<file path="src/hdl/rpd_pkg.sv">
// ----------------------------------------------------------------------------
// rpd_pkg
// Types and constants shared by the RC receiver pulse decoder.
// ----------------------------------------------------------------------------
package rpd_pkg;

  localparam int KIND_W = 2;
  localparam int CH_W   = 2;
  localparam int TIME_W = 15;
  localparam int VAL_W  = 16;
  localparam int NCH    = 4;

  // divider sizing covers the full parameter ranges (gain up to 16*180)
  localparam int K_W   = 12;
  localparam int MAG_W = 27;
  localparam int DEN_W = 15;
  localparam int CNT_W = $clog2(MAG_W);

  typedef enum logic [KIND_W-1:0] {
    KIND_EDGE = 2'd0,
    KIND_LOAD = 2'd1,
    KIND_SEED = 2'd2,
    KIND_NONE = 2'd3
  } rpd_kind_t;

  localparam logic [CH_W-1:0] CH_ROLL     = 2'd0;
  localparam logic [CH_W-1:0] CH_PITCH    = 2'd1;
  localparam logic [CH_W-1:0] CH_THROTTLE = 2'd2;
  localparam logic [CH_W-1:0] CH_YAW      = 2'd3;

  localparam logic [TIME_W-1:0] CAL_CEIL  = 15'd2500;
  localparam logic [TIME_W-1:0] CAL_FLOOR = 15'd500;
  localparam logic [TIME_W-1:0] CAL_SEED  = 15'd1500;
  localparam logic signed [17:0] THR_BASE = 18'sd1000;

  localparam logic signed [VAL_W-1:0] VAL_MAX = 16'sh7fff;
  localparam logic signed [VAL_W-1:0] VAL_MIN = 16'sh8000;

  typedef enum logic [2:0] {
    ST_IDLE,
    ST_EDGE,
    ST_CAL,
    ST_PREP,
    ST_MUL,
    ST_DIV,
    ST_FIX,
    ST_FIN
  } rpd_state_t;

endpackage

</file>
<file path="src/hdl/rpd_if.sv">
// ----------------------------------------------------------------------------
// rpd_in_if / rpd_out_if
// Valid/ready channels carrying decoder requests and decoder results.
// ----------------------------------------------------------------------------
interface rpd_in_if;
  import rpd_pkg::*;

  logic              valid;
  logic              ready;
  logic [KIND_W-1:0] kind;
  logic [CH_W-1:0]   channel;
  logic [TIME_W-1:0] capture_time;
  logic [TIME_W-1:0] load_max;
  logic [TIME_W-1:0] load_min;

  modport source (output valid, kind, channel, capture_time, load_max, load_min,
                  input ready);
  modport sink   (input valid, kind, channel, capture_time, load_max, load_min,
                  output ready);
endinterface

interface rpd_out_if;
  import rpd_pkg::*;

  logic                    valid;
  logic                    ready;
  logic [CH_W-1:0]         channel_out;
  logic                    pulse_done;
  logic [TIME_W-1:0]       pulse_width;
  logic signed [VAL_W-1:0] scaled_value;
  logic                    divide_fault;

  modport source (output valid, channel_out, pulse_done, pulse_width, scaled_value,
                  divide_fault, input ready);
  modport sink   (input valid, channel_out, pulse_done, pulse_width, scaled_value,
                  divide_fault, output ready);
endinterface

</file>
<file path="src/hdl/rc_pwm_receiver_decoder.sv">
// ----------------------------------------------------------------------------
// rc_pwm_receiver_decoder
// Four-channel RC receiver pulse decoder with a shared serial divider.
// ----------------------------------------------------------------------------
// Usage:
//   in_chan carries one request per transaction: an edge capture, a
//   calibration load or a calibration seed for one channel. out_chan returns
//   exactly one result transaction per request, in order.
//   cfg_we/cfg_wdata write the calibrate bit; write only while idle.
// Path (request accepted to result valid):
//   rising edge, load, seed, unused kind : output step only
//   throttle pulse or zero-divisor pulse : measure, calibrate, set-up, output
//   roll, pitch, yaw pulse               : adds multiply, divide and fix
//   The divide is the 27-step restoring divider (one quotient bit a cycle
//   through a single subtract/compare).
// Flow: one request at a time; in_chan.ready is high only while the
//   sequencer is idle. A finished result sits in the output register, so the
//   next request is accepted while it waits; the sequencer holds in its final
//   step only if a second result is ready before the first is taken.
// Reset: synchronous, active low. All channels await a rising edge and the
//   calibration max/min return to 1500. No clearing pass is needed.
// ----------------------------------------------------------------------------
module rc_pwm_receiver_decoder #(
  parameter int PERIOD_TICKS = 20000,
  parameter int ANGLE_LIMIT  = 30,
  parameter int RATE_LIMIT   = 200
) (
  input  logic                 clk,
  input  logic                 rst_n,
  rpd_in_if.sink               in_chan,
  rpd_out_if.source            out_chan,
  input  logic                 cfg_we,
  input  logic                 cfg_wdata
);
  import rpd_pkg::*;

  localparam logic signed [17:0] PERIOD  = 18'(PERIOD_TICKS);
  localparam logic [K_W-1:0]     ANGLE_K = K_W'(16 * ANGLE_LIMIT);
  localparam logic [K_W-1:0]     RATE_K  = K_W'(RATE_LIMIT);

  rpd_state_t state_r, state_nxt;

  logic                    calibrate_r;
  logic [NCH-1:0]          edge_phase_r;
  logic [TIME_W-1:0]       rise_time_r [NCH];
  logic [TIME_W-1:0]       cal_max_r   [NCH];
  logic [TIME_W-1:0]       cal_min_r   [NCH];

  logic [CH_W-1:0]         ch_r;
  logic [TIME_W-1:0]       time_r;
  logic [TIME_W-1:0]       width_r;
  logic [TIME_W-1:0]       mul_a_r;
  logic [DEN_W-1:0]        den_r;
  logic                    neg_r;
  logic [MAG_W-1:0]        quo_r;
  logic [DEN_W-1:0]        rem_r;
  logic [CNT_W-1:0]        cnt_r;

  logic                    res_done_r;
  logic [TIME_W-1:0]       res_width_r;
  logic signed [VAL_W-1:0] res_value_r;
  logic                    res_fault_r;

  logic                    out_valid_r;
  logic [CH_W-1:0]         out_ch_r;
  logic                    out_done_r;
  logic [TIME_W-1:0]       out_width_r;
  logic signed [VAL_W-1:0] out_value_r;
  logic                    out_fault_r;

  logic                    in_fire;
  logic                    out_load;

  // width with wrap over the timer period
  logic [TIME_W-1:0]       rise_sel;
  logic signed [17:0]      wrap_w;
  logic [TIME_W-1:0]       meas_w;

  // scaling set-up
  logic [TIME_W-1:0]       mx, mn;
  logic [TIME_W:0]         mm_sum;
  logic [TIME_W-1:0]       mid;
  logic signed [TIME_W:0]  den;
  logic signed [TIME_W+1:0] diff;
  logic [TIME_W-1:0]       diff_mag;
  logic [DEN_W-1:0]        den_mag;
  logic signed [17:0]      thr;
  logic signed [VAL_W-1:0] thr_sat;

  // shared divider step
  logic [DEN_W:0]          trial;
  logic                    q_bit;
  logic [DEN_W:0]          trial_diff;

  logic [K_W-1:0]          gain;
  logic signed [VAL_W-1:0] quo_sat;

  assign in_fire  = in_chan.valid && in_chan.ready;
  assign out_load = (state_r == ST_FIN) && (!out_valid_r || out_chan.ready);

  assign in_chan.ready         = (state_r == ST_IDLE);
  assign out_chan.valid        = out_valid_r;
  assign out_chan.channel_out  = out_ch_r;
  assign out_chan.pulse_done   = out_done_r;
  assign out_chan.pulse_width  = out_width_r;
  assign out_chan.scaled_value = out_value_r;
  assign out_chan.divide_fault = out_fault_r;

  always_comb begin
    rise_sel = rise_time_r[ch_r];
    wrap_w   = PERIOD + $signed({3'b000, time_r}) - $signed({3'b000, rise_sel});
    if (time_r >= rise_sel) begin
      meas_w = time_r - rise_sel;
    end else if (wrap_w[17]) begin
      meas_w = '0;
    end else if (wrap_w > 18'sd32767) begin
      meas_w = '1;
    end else begin
      meas_w = wrap_w[TIME_W-1:0];
    end
  end

  always_comb begin
    mx       = cal_max_r[ch_r];
    mn       = cal_min_r[ch_r];
    mm_sum   = {1'b0, mx} + {1'b0, mn};
    mid      = mm_sum[TIME_W:1];
    den      = $signed({1'b0, mid}) - $signed({1'b0, mn});
    diff     = $signed({2'b00, width_r}) - $signed({2'b00, mid});
    diff_mag = diff[TIME_W+1] ? TIME_W'(-diff) : diff[TIME_W-1:0];
    den_mag  = den[TIME_W] ? DEN_W'(-den) : den[DEN_W-1:0];
    thr      = THR_BASE + $signed({3'b000, width_r}) - $signed({3'b000, mn});
    if (thr > 18'sd32767) begin
      thr_sat = VAL_MAX;
    end else if (thr < -18'sd32768) begin
      thr_sat = VAL_MIN;
    end else begin
      thr_sat = thr[VAL_W-1:0];
    end
  end

  always_comb begin
    trial      = {rem_r, quo_r[MAG_W-1]};
    q_bit      = (trial >= {1'b0, den_r});
    trial_diff = trial - {1'b0, den_r};
    gain       = (ch_r == CH_YAW) ? RATE_K : ANGLE_K;
    if (neg_r) begin
      quo_sat = (quo_r > MAG_W'(32768)) ? VAL_MIN : VAL_W'(MAG_W'(0) - quo_r);
    end else begin
      quo_sat = (quo_r > MAG_W'(32767)) ? VAL_MAX : quo_r[VAL_W-1:0];
    end
  end

  always_ff @(posedge clk) begin
    if (!rst_n) begin
      state_r <= ST_IDLE;
    end else begin
      state_r <= state_nxt;
    end
  end

  always_comb begin
    state_nxt = state_r;
    case (state_r)
      ST_IDLE: begin
        if (in_fire) begin
          if (rpd_kind_t'(in_chan.kind) == KIND_EDGE && edge_phase_r[in_chan.channel]) begin
            state_nxt = ST_EDGE;
          end else begin
            state_nxt = ST_FIN;
          end
        end
      end
      ST_EDGE: state_nxt = ST_CAL;
      ST_CAL:  state_nxt = ST_PREP;
      ST_PREP: begin
        if (ch_r == CH_THROTTLE || den == '0) begin
          state_nxt = ST_FIN;
        end else begin
          state_nxt = ST_MUL;
        end
      end
      ST_MUL:  state_nxt = ST_DIV;
      ST_DIV: begin
        if (cnt_r == '0) begin
          state_nxt = ST_FIX;
        end
      end
      ST_FIX:  state_nxt = ST_FIN;
      ST_FIN: begin
        if (out_load) begin
          state_nxt = ST_IDLE;
        end
      end
      default: state_nxt = ST_IDLE;
    endcase
  end

  // control state and calibration tables
  always_ff @(posedge clk) begin
    if (!rst_n) begin
      calibrate_r  <= 1'b0;
      edge_phase_r <= '0;
      out_valid_r  <= 1'b0;
      for (int i = 0; i < NCH; i++) begin
        cal_max_r[i] <= CAL_SEED;
        cal_min_r[i] <= CAL_SEED;
      end
    end else begin
      if (cfg_we) begin
        calibrate_r <= cfg_wdata;
      end
      if (out_load) begin
        out_valid_r <= 1'b1;
      end else if (out_chan.ready) begin
        out_valid_r <= 1'b0;
      end
      if (in_fire) begin
        case (rpd_kind_t'(in_chan.kind))
          KIND_EDGE: edge_phase_r[in_chan.channel] <= ~edge_phase_r[in_chan.channel];
          KIND_LOAD: begin
            cal_max_r[in_chan.channel] <= in_chan.load_max;
            cal_min_r[in_chan.channel] <= in_chan.load_min;
          end
          KIND_SEED: begin
            cal_max_r[in_chan.channel] <= CAL_SEED;
            cal_min_r[in_chan.channel] <= CAL_SEED;
          end
          default: ;
        endcase
      end
      if (state_r == ST_CAL && calibrate_r) begin
        if (width_r > cal_max_r[ch_r] && width_r <= CAL_CEIL) begin
          cal_max_r[ch_r] <= width_r;
        end
        if (width_r < cal_min_r[ch_r] && width_r >= CAL_FLOOR) begin
          cal_min_r[ch_r] <= width_r;
        end
      end
    end
  end

  // datapath
  always_ff @(posedge clk) begin
    case (state_r)
      ST_IDLE: begin
        if (in_fire) begin
          ch_r        <= in_chan.channel;
          time_r      <= in_chan.capture_time;
          res_done_r  <= 1'b0;
          res_width_r <= '0;
          res_value_r <= '0;
          res_fault_r <= 1'b0;
          if (rpd_kind_t'(in_chan.kind) == KIND_EDGE && !edge_phase_r[in_chan.channel]) begin
            rise_time_r[in_chan.channel] <= in_chan.capture_time;
          end
        end
      end
      ST_EDGE: begin
        width_r     <= meas_w;
        res_done_r  <= 1'b1;
        res_width_r <= meas_w;
      end
      ST_PREP: begin
        mul_a_r <= diff_mag;
        den_r   <= den_mag;
        neg_r   <= diff[TIME_W+1] ^ den[TIME_W] ^ (ch_r == CH_ROLL);
        if (ch_r == CH_THROTTLE) begin
          res_value_r <= thr_sat;
        end else if (den == '0) begin
          res_fault_r <= 1'b1;
        end
      end
      ST_MUL: begin
        quo_r <= MAG_W'(mul_a_r * gain);
        rem_r <= '0;
        cnt_r <= CNT_W'(MAG_W - 1);
      end
      ST_DIV: begin
        // one restoring step: shift in a dividend bit, subtract if it fits
        rem_r <= q_bit ? trial_diff[DEN_W-1:0] : trial[DEN_W-1:0];
        quo_r <= {quo_r[MAG_W-2:0], q_bit};
        cnt_r <= cnt_r - 1'b1;
      end
      ST_FIX: res_value_r <= quo_sat;
      default: ;
    endcase
    if (out_load) begin
      out_ch_r    <= ch_r;
      out_done_r  <= res_done_r;
      out_width_r <= res_width_r;
      out_value_r <= res_value_r;
      out_fault_r <= res_fault_r;
    end
  end

endmodule

</file>
<file path="src/flat_wrapper.sv">
// flat-port wrapper written by rule: the top's interface ports become plain ports
module rc_pwm_receiver_decoder_flat import rpd_pkg::*;
#(
  parameter int PERIOD_TICKS = 20000,
  parameter int ANGLE_LIMIT  = 30,
  parameter int RATE_LIMIT   = 200
)
  (clk, rst_n, cfg_we, cfg_wdata, in_chan_valid, in_chan_kind, in_chan_channel, in_chan_capture_time, in_chan_load_max, in_chan_load_min, in_chan_ready, out_chan_valid, out_chan_channel_out, out_chan_pulse_done, out_chan_pulse_width, out_chan_scaled_value, out_chan_divide_fault, out_chan_ready);
  rpd_in_if in_chan_i ();
  rpd_out_if out_chan_i ();
  input  logic clk;
  input  logic rst_n;
  input  logic cfg_we;
  input  logic cfg_wdata;
  input wire logic [$bits(in_chan_i.valid)-1:0] in_chan_valid;
  input wire logic [$bits(in_chan_i.kind)-1:0] in_chan_kind;
  input wire logic [$bits(in_chan_i.channel)-1:0] in_chan_channel;
  input wire logic [$bits(in_chan_i.capture_time)-1:0] in_chan_capture_time;
  input wire logic [$bits(in_chan_i.load_max)-1:0] in_chan_load_max;
  input wire logic [$bits(in_chan_i.load_min)-1:0] in_chan_load_min;
  output wire logic [$bits(in_chan_i.ready)-1:0] in_chan_ready;
  output wire logic [$bits(out_chan_i.valid)-1:0] out_chan_valid;
  output wire logic [$bits(out_chan_i.channel_out)-1:0] out_chan_channel_out;
  output wire logic [$bits(out_chan_i.pulse_done)-1:0] out_chan_pulse_done;
  output wire logic [$bits(out_chan_i.pulse_width)-1:0] out_chan_pulse_width;
  output wire logic [$bits(out_chan_i.scaled_value)-1:0] out_chan_scaled_value;
  output wire logic [$bits(out_chan_i.divide_fault)-1:0] out_chan_divide_fault;
  input wire logic [$bits(out_chan_i.ready)-1:0] out_chan_ready;
  assign in_chan_i.valid = in_chan_valid;
  assign in_chan_i.kind = in_chan_kind;
  assign in_chan_i.channel = in_chan_channel;
  assign in_chan_i.capture_time = in_chan_capture_time;
  assign in_chan_i.load_max = in_chan_load_max;
  assign in_chan_i.load_min = in_chan_load_min;
  assign in_chan_ready = in_chan_i.ready;
  assign out_chan_valid = out_chan_i.valid;
  assign out_chan_channel_out = out_chan_i.channel_out;
  assign out_chan_pulse_done = out_chan_i.pulse_done;
  assign out_chan_pulse_width = out_chan_i.pulse_width;
  assign out_chan_scaled_value = out_chan_i.scaled_value;
  assign out_chan_divide_fault = out_chan_i.divide_fault;
  assign out_chan_i.ready = out_chan_ready;
  rc_pwm_receiver_decoder #(.PERIOD_TICKS(PERIOD_TICKS), .ANGLE_LIMIT(ANGLE_LIMIT), .RATE_LIMIT(RATE_LIMIT)) u_core (.clk(clk), .rst_n(rst_n), .in_chan(in_chan_i), .out_chan(out_chan_i), .cfg_we(cfg_we), .cfg_wdata(cfg_wdata));
endmodule
</file>
<file path="config.mk">
export PLATFORM = sky130hd
export DESIGN_NAME = rc_pwm_receiver_decoder_flat
export DESIGN_NICKNAME = d
export VERILOG_FILES = /design/src/hdl/rpd_pkg.sv /design/src/hdl/rpd_if.sv /design/src/hdl/rc_pwm_receiver_decoder.sv /design/src/flat_wrapper.sv
export SDC_FILE = /design/constraint.sdc
export NUM_CORES = 1
export LEC_CHECK = 0
export ABC_AREA = 1
export BUFFER_PORTS_ARGS = -buffer_cell sky130_fd_sc_hd__buf_2
export CELL_PAD_IN_SITES_DETAIL_PLACEMENT = 1
export CELL_PAD_IN_SITES_GLOBAL_PLACEMENT = 2
export CORE_MARGIN = 1.5
export CORE_UTILIZATION = 36
export CTS_CLUSTER_SIZE = 40
export DETAILED_ROUTE_END_ITERATION = 10
export PLACE_DENSITY_LB_ADDON = 0.1
export SYNTH_ARGS = -nofsm -noshare
export SYNTH_HDL_FRONTEND = slang
export SYNTH_SLANG_ARGS = --single-unit
</file>
<file path="constraint.sdc">
create_clock -name clk -period 5.05 [get_ports clk]
set_input_delay 0.2525 -clock clk [delete_from_list [all_inputs] [get_ports clk]]
set_output_delay 0.2525 -clock clk [all_outputs]
set_load 0.005 [all_outputs]
</file>
# Word-level counts from Yosys, hierarchy flattened
# Memories as Yosys holds them, arrays and structs flattened. A register that Yosys moved wholly into a read port is not among the register bits.
# Cells that the tools add are included.
# W data, S select, Z words.
[op_classes]
n_addsub = 13
n_mul = 1
n_lt_le_gt_ge = 13
eq_ne = 17
muxes = 76
n_bitwise = 5
reduce_logical = 32
[op_table]
columns = ["op", "n"]
rows = [
  ["$mux W15", 13],
  ["$mux W16", 7],
  ["$pmux W15 S2", 2],
  ["$reduce_or A15 Y1", 4],
  ["$pmux W27 S2", 1],
  ["$pmux W16 S3", 1],
  ["$gt A18 B16 Y1 const B", 2],
  ["$sub A18 B16 Y18", 2],
  ["$mux W1", 32],
  ["$sub A15 B15 Y16", 2],
  ["$neg A15 Y15", 2],
  ["$sub A15 B15 Y15", 2],
  ["$gt A27 B15 Y1 const B", 1],
  ["$gt A27 B16 Y1 const B", 1],
  ["$mul A15 B12 Y27", 1],
  ["$pmux W3 S8", 1],
  ["$lt A18 B16 Y1 const B", 1],
  ["$add A10 B15 Y16 const A", 1],
  ["$add A15 B15 Y16", 1],
  ["$add A15 B15 Y16 const A", 1],
  ["$ge A16 B15 Y1", 1],
  ["$logic_not A16 Y1", 1],
  ["$mux W2", 8],
  ["$sub A1 B16 Y16 const A", 1],
  ["other kinds (36)", 68],
]
[totals]
register_bits = 187
mem_bits_rw = 180
in_bits = 55
output_inout_bits = 37
wordCells = 182
n_memories = 3
[memory_table]
columns = ["memory", "words", "word_bits", "rd", "rd_ports_with_merged_regs", "write_ports", "line", "source"]
rows = [
  ["u_core.cal_max_r", 4, 15, 1, 1, 4, "rc_pwm_receiver_decoder.sv:46", "logic [TIME_W-1:0] cal_max_r [NCH];"],
  ["u_core.cal_min_r", 4, 15, 1, 1, 4, "rc_pwm_receiver_decoder.sv:47", "logic [TIME_W-1:0] cal_min_r [NCH];"],
  ["u_core.rise_time_r", 4, 15, 1, 1, 1, "rc_pwm_receiver_decoder.sv:45", "logic [TIME_W-1:0] rise_time_r [NCH];"],
]

# Longest topological paths before layout
[depth]
ltp_word = 9
mapped_depth = 34
mapped_depth_nobuf = 31

# Worst setup path before layout
# No wires, ideal clock.
[synth_timing]
kind = "register to register"
from = "reg (tool-made name)"
to = "reg u_core.mul_a_r[14] (data pin)"
setup_time_ps = 252
arrival_ps = 4600
t_required_ps = 4798
path_slack_ps = 197
path_stages_with_launch = 31
path_buffers = 3
synth_period_minus_slack_ps = 4853
cell_sequence = "dfxtp_1 > buf_2 > inv_2 > clkbuf_1 > clkbuf_1 > nand2_1 > a32oi_1 > inv_1 > fa_1 > nand3b_1 > nand2_1 > nand2_1 > nand2_1 > a21oi_1 > o21ai_0 > nand2_1 > nand2_1 > xor2_1 > inv_1 > ha_1 > nand2_1 > nor2_1 > nand3_1 > nand3_1 > nand2_1 > nand3_1 > clkinv_1 > nand2_1 > nand2_1 > nand2_1 > nand2_1"
[synth_rtl]
columns = ["item", "line", "source"]
rows = [
  ["end signal: assignment", "rc_pwm_receiver_decoder.sv:265", "mul_a_r <= diff_mag;"],
  ["end: declaration", "rc_pwm_receiver_decoder.sv:52", "logic [TIME_W-1:0] mul_a_r;"],
]

# Final worst setup path
[layout_timing]
from = "reg u_core.ch_r[1]"
to = "reg u_core.quo_r[23] (data pin)"
[layout_via]
elab_chain_cells = 4
[layout_lines]
columns = ["item", "line", "source"]
rows = [
  ["start: declaration", "rc_pwm_receiver_decoder.sv:49", "logic [CH_W-1:0] ch_r;"],
  ["start signal: assignment", "rc_pwm_receiver_decoder.sv:248", "ch_r <= in_chan.channel;"],
  ["$eq A2 B2 Y1", "rc_pwm_receiver_decoder.sv:146", "gain = (ch_r == CH_YAW) ? RATE_K : ANGLE_K;"],
  ["$mux W9", "rc_pwm_receiver_decoder.sv:146", ""],
  ["$mul A15 B12 Y27", "rc_pwm_receiver_decoder.sv:275", "quo_r <= MAG_W'(mul_a_r * gain);"],
  ["$pmux W27 S2", "rc_pwm_receiver_decoder.sv:245", "case (state_r)"],
  ["end signal: assignment", "rc_pwm_receiver_decoder.sv:275", ""],
  ["end signal: assignment", "rc_pwm_receiver_decoder.sv:282", "quo_r <= {quo_r[MAG_W-2:0], q_bit};"],
  ["end: declaration", "rc_pwm_receiver_decoder.sv:55", "logic [MAG_W-1:0] quo_r;"],
]
# No other way between the ends.
# A chain may end at the register's enable or synchronous reset.

==> flow_summary_export.csv <==
group,metric,value,unit
hold_path,holdCritPathClass,"in -> reg",
worst_setup_path,crit_type,"reg -> reg",
routing,wirelength,77.0,mm
yosys,ys_types,54,
timing,hold_slack,0.0237,ns
yosys,ys_ff_latch,369,
routing,via_per_inst,5.15,
worst_setup_path,critPathRequiredTime,5.38,ns
final_layout,num-fill-cells,7959,
timing,finalClockSkew,0.0163,ns
place,pre_cts_slack,-0.0131,ns
yosys,syn-cell-area,0.0246,mm²
run_status,status,"complete, no violations",
global_route,grt_pass1_vias,21400,
yosys,synth_cells,2812,
timing,slew_headroom,29.2,%
worst_setup_path,critPathTopFamily,"adder cells",
floorplanning,initial_core_util,36.5,%
timing,worst_slack,0.327,ns
floorplanning,fp-row-count,95,
yosys,async_flop_share,0,%
global_route,grtUsageTotal,22.2,%
final_layout,fin_cells,3927,
yosys,ys_seq_area_share,44.6,%
hold_path,hold_depth,3,
global_route,grt-ovfl-total,0,
worst_setup_path,worst_ep_arrival_time,5.05,ns
routing,drt_iter0_drc,976,
worst_setup_path,path_common_cell,"nand2_1",
place,dp_hpwl,61.2,mm
hold_path,min-delay-start,"in_chan_load_max[9]",
worst_setup_path,worst_setup_path_end_kind,"flip-flop",
global_route,grt_pass1_wl,121,mm
timing,timing_hold_violations_final,0,
routing,via_count,20200,
global_route,antenna_found_initial,1,
floorplanning,die_area,0.0699,mm²
clocking,cts-root-buf,"clkbuf_16",
clocking,h-tree-depth,2,
floorplanning,ios,92,
clocking,cts.sinks,369,
yosys,synth_ff_type,"edfxtp_1",
timing,fin_tns_setup,0,ns
clocking,clk_pin_slew,0.07,ns
worst_setup_path,critical_path.slowest_cell,"fa_1",
floorplanning,die_x,264,µm
final_layout,synthToLayoutAreaGrowth,15.4,%
worst_setup_path,worst_path_largest_cell_delay,0.52,ns
floorplanning,die_h,264,µm
final_layout,drive_gt1_share,11.2,%
timing,rsz0062_at_grt,"false",
timing,max_freq,212,MHz
worst_setup_path,reg2reg_from,"u_core.ch_r[1]",
clocking,cts_buffers,43,
timing,drv_slew,0,
global_route,grt_max_degree,44,
routing,wl_per_cell,19.6,µm
worst_setup_path,worstSetupStartpointType,"flip-flop",
place,placedCellCount,3824,
final_layout,nets,3301,
routing,ant_nets,0,
routing,drc,0,
hold_path,holdPathEnd,"u_core.cal_max_r[3][9]",
worst_setup_path,worst-path-stages,20,
clocking,clockBufferDepth,3,
clocking,clkLatencyLatePin,0.58,ns
yosys,avgSynthCellArea,8.74,µm²
worst_setup_path,timing.rr.end,"u_core.quo_r[23]",
worst_setup_path,reg2reg_depth,20,
worst_setup_path,cp-startpoint,"u_core.ch_r[1]",
timing,worst_slew_pin_slew,1.06,ns
routing,drtPass1Iterations,5,
floorplanning,coreArea,0.0674,mm²
worst_setup_path,cp_num_buf_inv,2,
place,routabilityCongestion,0.895,
timing,layout_min_cycle_time,4.72,ns
final_layout,final_cell_mix,"nand2_1, edfxtp_1, inv_1",
yosys,synth-edff-count,358,
worst_setup_path,cp_max_fo,8,
yosys,synth_warnings,0,
timing,setup_violations,0,
run,drv_cap,0,
worst_setup_path,path_cells,"nand2_4, clkinvlp_4, buf_12, nor2_1, fa_1, fa_1, fa_1, ha_1, ha_1, a21oi_2, o21ai_0, nand2_1, nand3_1, nand2_1, nand2_1, nand2_1, nand2_1, or2_2, nand3_1, nand2_1",
timing,layout_worst_path_cycle_share,93.5,%
place,portBuffers,91,
worst_setup_path,rrSetupSlack,0.33,ns
clocking,cts_tree,"yes",
final_layout,mostFrequentLayoutCell,"nand2_1",
how the worst max path moves through the flow:
stage | to | slack (ns)
after global routing | u_core.den_r[14] | 0.003
after CTS | u_core.quo_r[24] | 0.09
after floorplan | u_core.mul_a_r[14] | 0.20
after detailed placement | u_core.quo_r[24] | -0.01
final | u_core.quo_r[23] | 0.33
after global placement | u_core.quo_r[24] | 0.01
flip-flops by register name, summed over array words and instances, names as in the netlist, 2 cells and up, named ones only:
signal / flops
u_core.edge_phase_r: 4
u_core.out_chan.channel_out: 2
u_core.quo_r: 27
u_core.res_width_r: 15
u_core.cal_max_r: 60
u_core.time_r: 15
u_core.out_chan.scaled_value: 16
u_core.width_r: 15
u_core.ch_r: 2
u_core.den_r: 15
u_core.rise_time_r: 60
u_core.cnt_r: 5
u_core.state_r: 3
u_core.cal_min_r: 60
u_core.res_value_r: 16
u_core.rem_r: 15
u_core.mul_a_r: 15
u_core.out_chan.pulse_width: 15
final cells by class:
| type | count | area [µm²] | area share (%) |
|---|---|---|---|
| Tap cell | 873 | 1090 | 3.85 |
| Multi-Input combinational cell | 2052 | 12200 | 43.0 |
| Sequential cell | 369 | 11000 | 38.7 |
| Inverter | 340 | 1280 | 4.53 |
| Timing Repair Buffer | 215 | 1470 | 5.18 |
| Clock buffer | 51 | 1110 | 3.90 |
| Antenna cell | 1 | 2.50 | 0.00882 |
| Clock inverter | 26 | 235 | 0.829 |
metrics by stage:
stage | cell area (µm²) | util [%]
2_1_floorplan | 24600 | -
3_3_place_gp | 26700 | 39.6
3_5_place_dp | 26700 | 39.6
4_1_cts | 28300 | 42.0
5_1_grt | 28400 | 42.1
6_report | 28400 | 42.1
layer usage:
| layer | vias to the layer above | track usage, % | share of wire (%) |
|---|---|---|---|
| li1 | 9983 | - | - |
| met1 | 9813 | 28.6 | 45 |
| met2 | 335 | 38.7 | 48 |
| met3 | 111 | 2.68 | 3.7 |
| met4 | 0 | 7.10 | 3.1 |
| met5 | - | 0 | 0 |
synthesized netlist by cell type (3+ instances only):
cell	instances	share of area, %
a21o_1	13	0.40
o21ai_2	5	0.18
nand4_1	45	1.1
xor2_1	69	2.5
buf_1	11	0.17
clkbuf_1	33	0.50
or2_2	22	0.56
inv_2	11	0.17
a21oi_1	198	4.0
clkinv_1	3	0.046
a32oi_1	29	1.0
inv_1	326	5.0
o21bai_1	18	0.55
fa_1	45	3.7
nor2_1	227	3.5
nand2_1	722	11
o21ai_1	14	0.29
o22ai_2	7	0.36
buf_2	14	0.29
edfxtp_1	358	44
xnor2_1	33	1.2
nor3_1	32	0.65
o211ai_1	6	0.18
nand3_1	180	3.7
dfxtp_1	11	0.90
a211oi_1	3	0.092
a32o_1	13	0.53
a31oi_1	12	0.31
or2_0	3	0.076
nor4_1	8	0.20
o31ai_1	3	0.092
nand2_2	6	0.15
o22ai_1	3	0.076
o21ai_0	101	2.1
ha_1	180	9.2
a21boi_0	5	0.15
nand3b_1	17	0.52
o21a_1	5	0.15
kinds of logic after synthesis:
| logic type | after synthesis | share of synthesized area, % |
|---|---|---|
| buffers and inverters | 402 | 6.28 |
| flip-flops | 369 | 44.6 |
| other | 2 | 0.0306 |
| adder cells (fa/ha/maj) | 225 | 12.8 |
| XOR/XNOR | 102 | 3.63 |
| AND/OR/NAND/NOR | 1272 | 21.9 |
| AO/OA/AOI/OAI | 440 | 10.7 |
timing repair:
| item | in CTS | in global routing |
|---|---|---|
| pin swaps | 0 | 3 |
| endpoints found under the setup margin | 1 | 31 |
| buffers inserted | 3 | 2 |
| endpoints found under the hold margin | 80 | 0 |
| hold buffers | 20 | 0 |
| gates cloned | 0 | 0 |
| resized for setup | 2 | 23 |
worst register-to-register path, cell delays in order (launching register included):
cell and delay (ns):
edfxtp_1 0.43, nand2_4 0.17, clkinvlp_4 0.17, buf_12 0.16, nor2_1 0.15, fa_1 0.46, fa_1 0.52, fa_1 0.49
ha_1 0.31, ha_1 0.37, a21oi_2 0.17, o21ai_0 0.12, nand2_1 0.10, nand3_1 0.11, nand2_1 0.08, nand2_1 0.07
nand2_1 0.06, nand2_1 0.07, or2_2 0.28, nand3_1 0.11, nand2_1 0.06
Power is not shown: default switching activity piles up to over one toggle a cycle in this logic, so the estimate is an artifact.
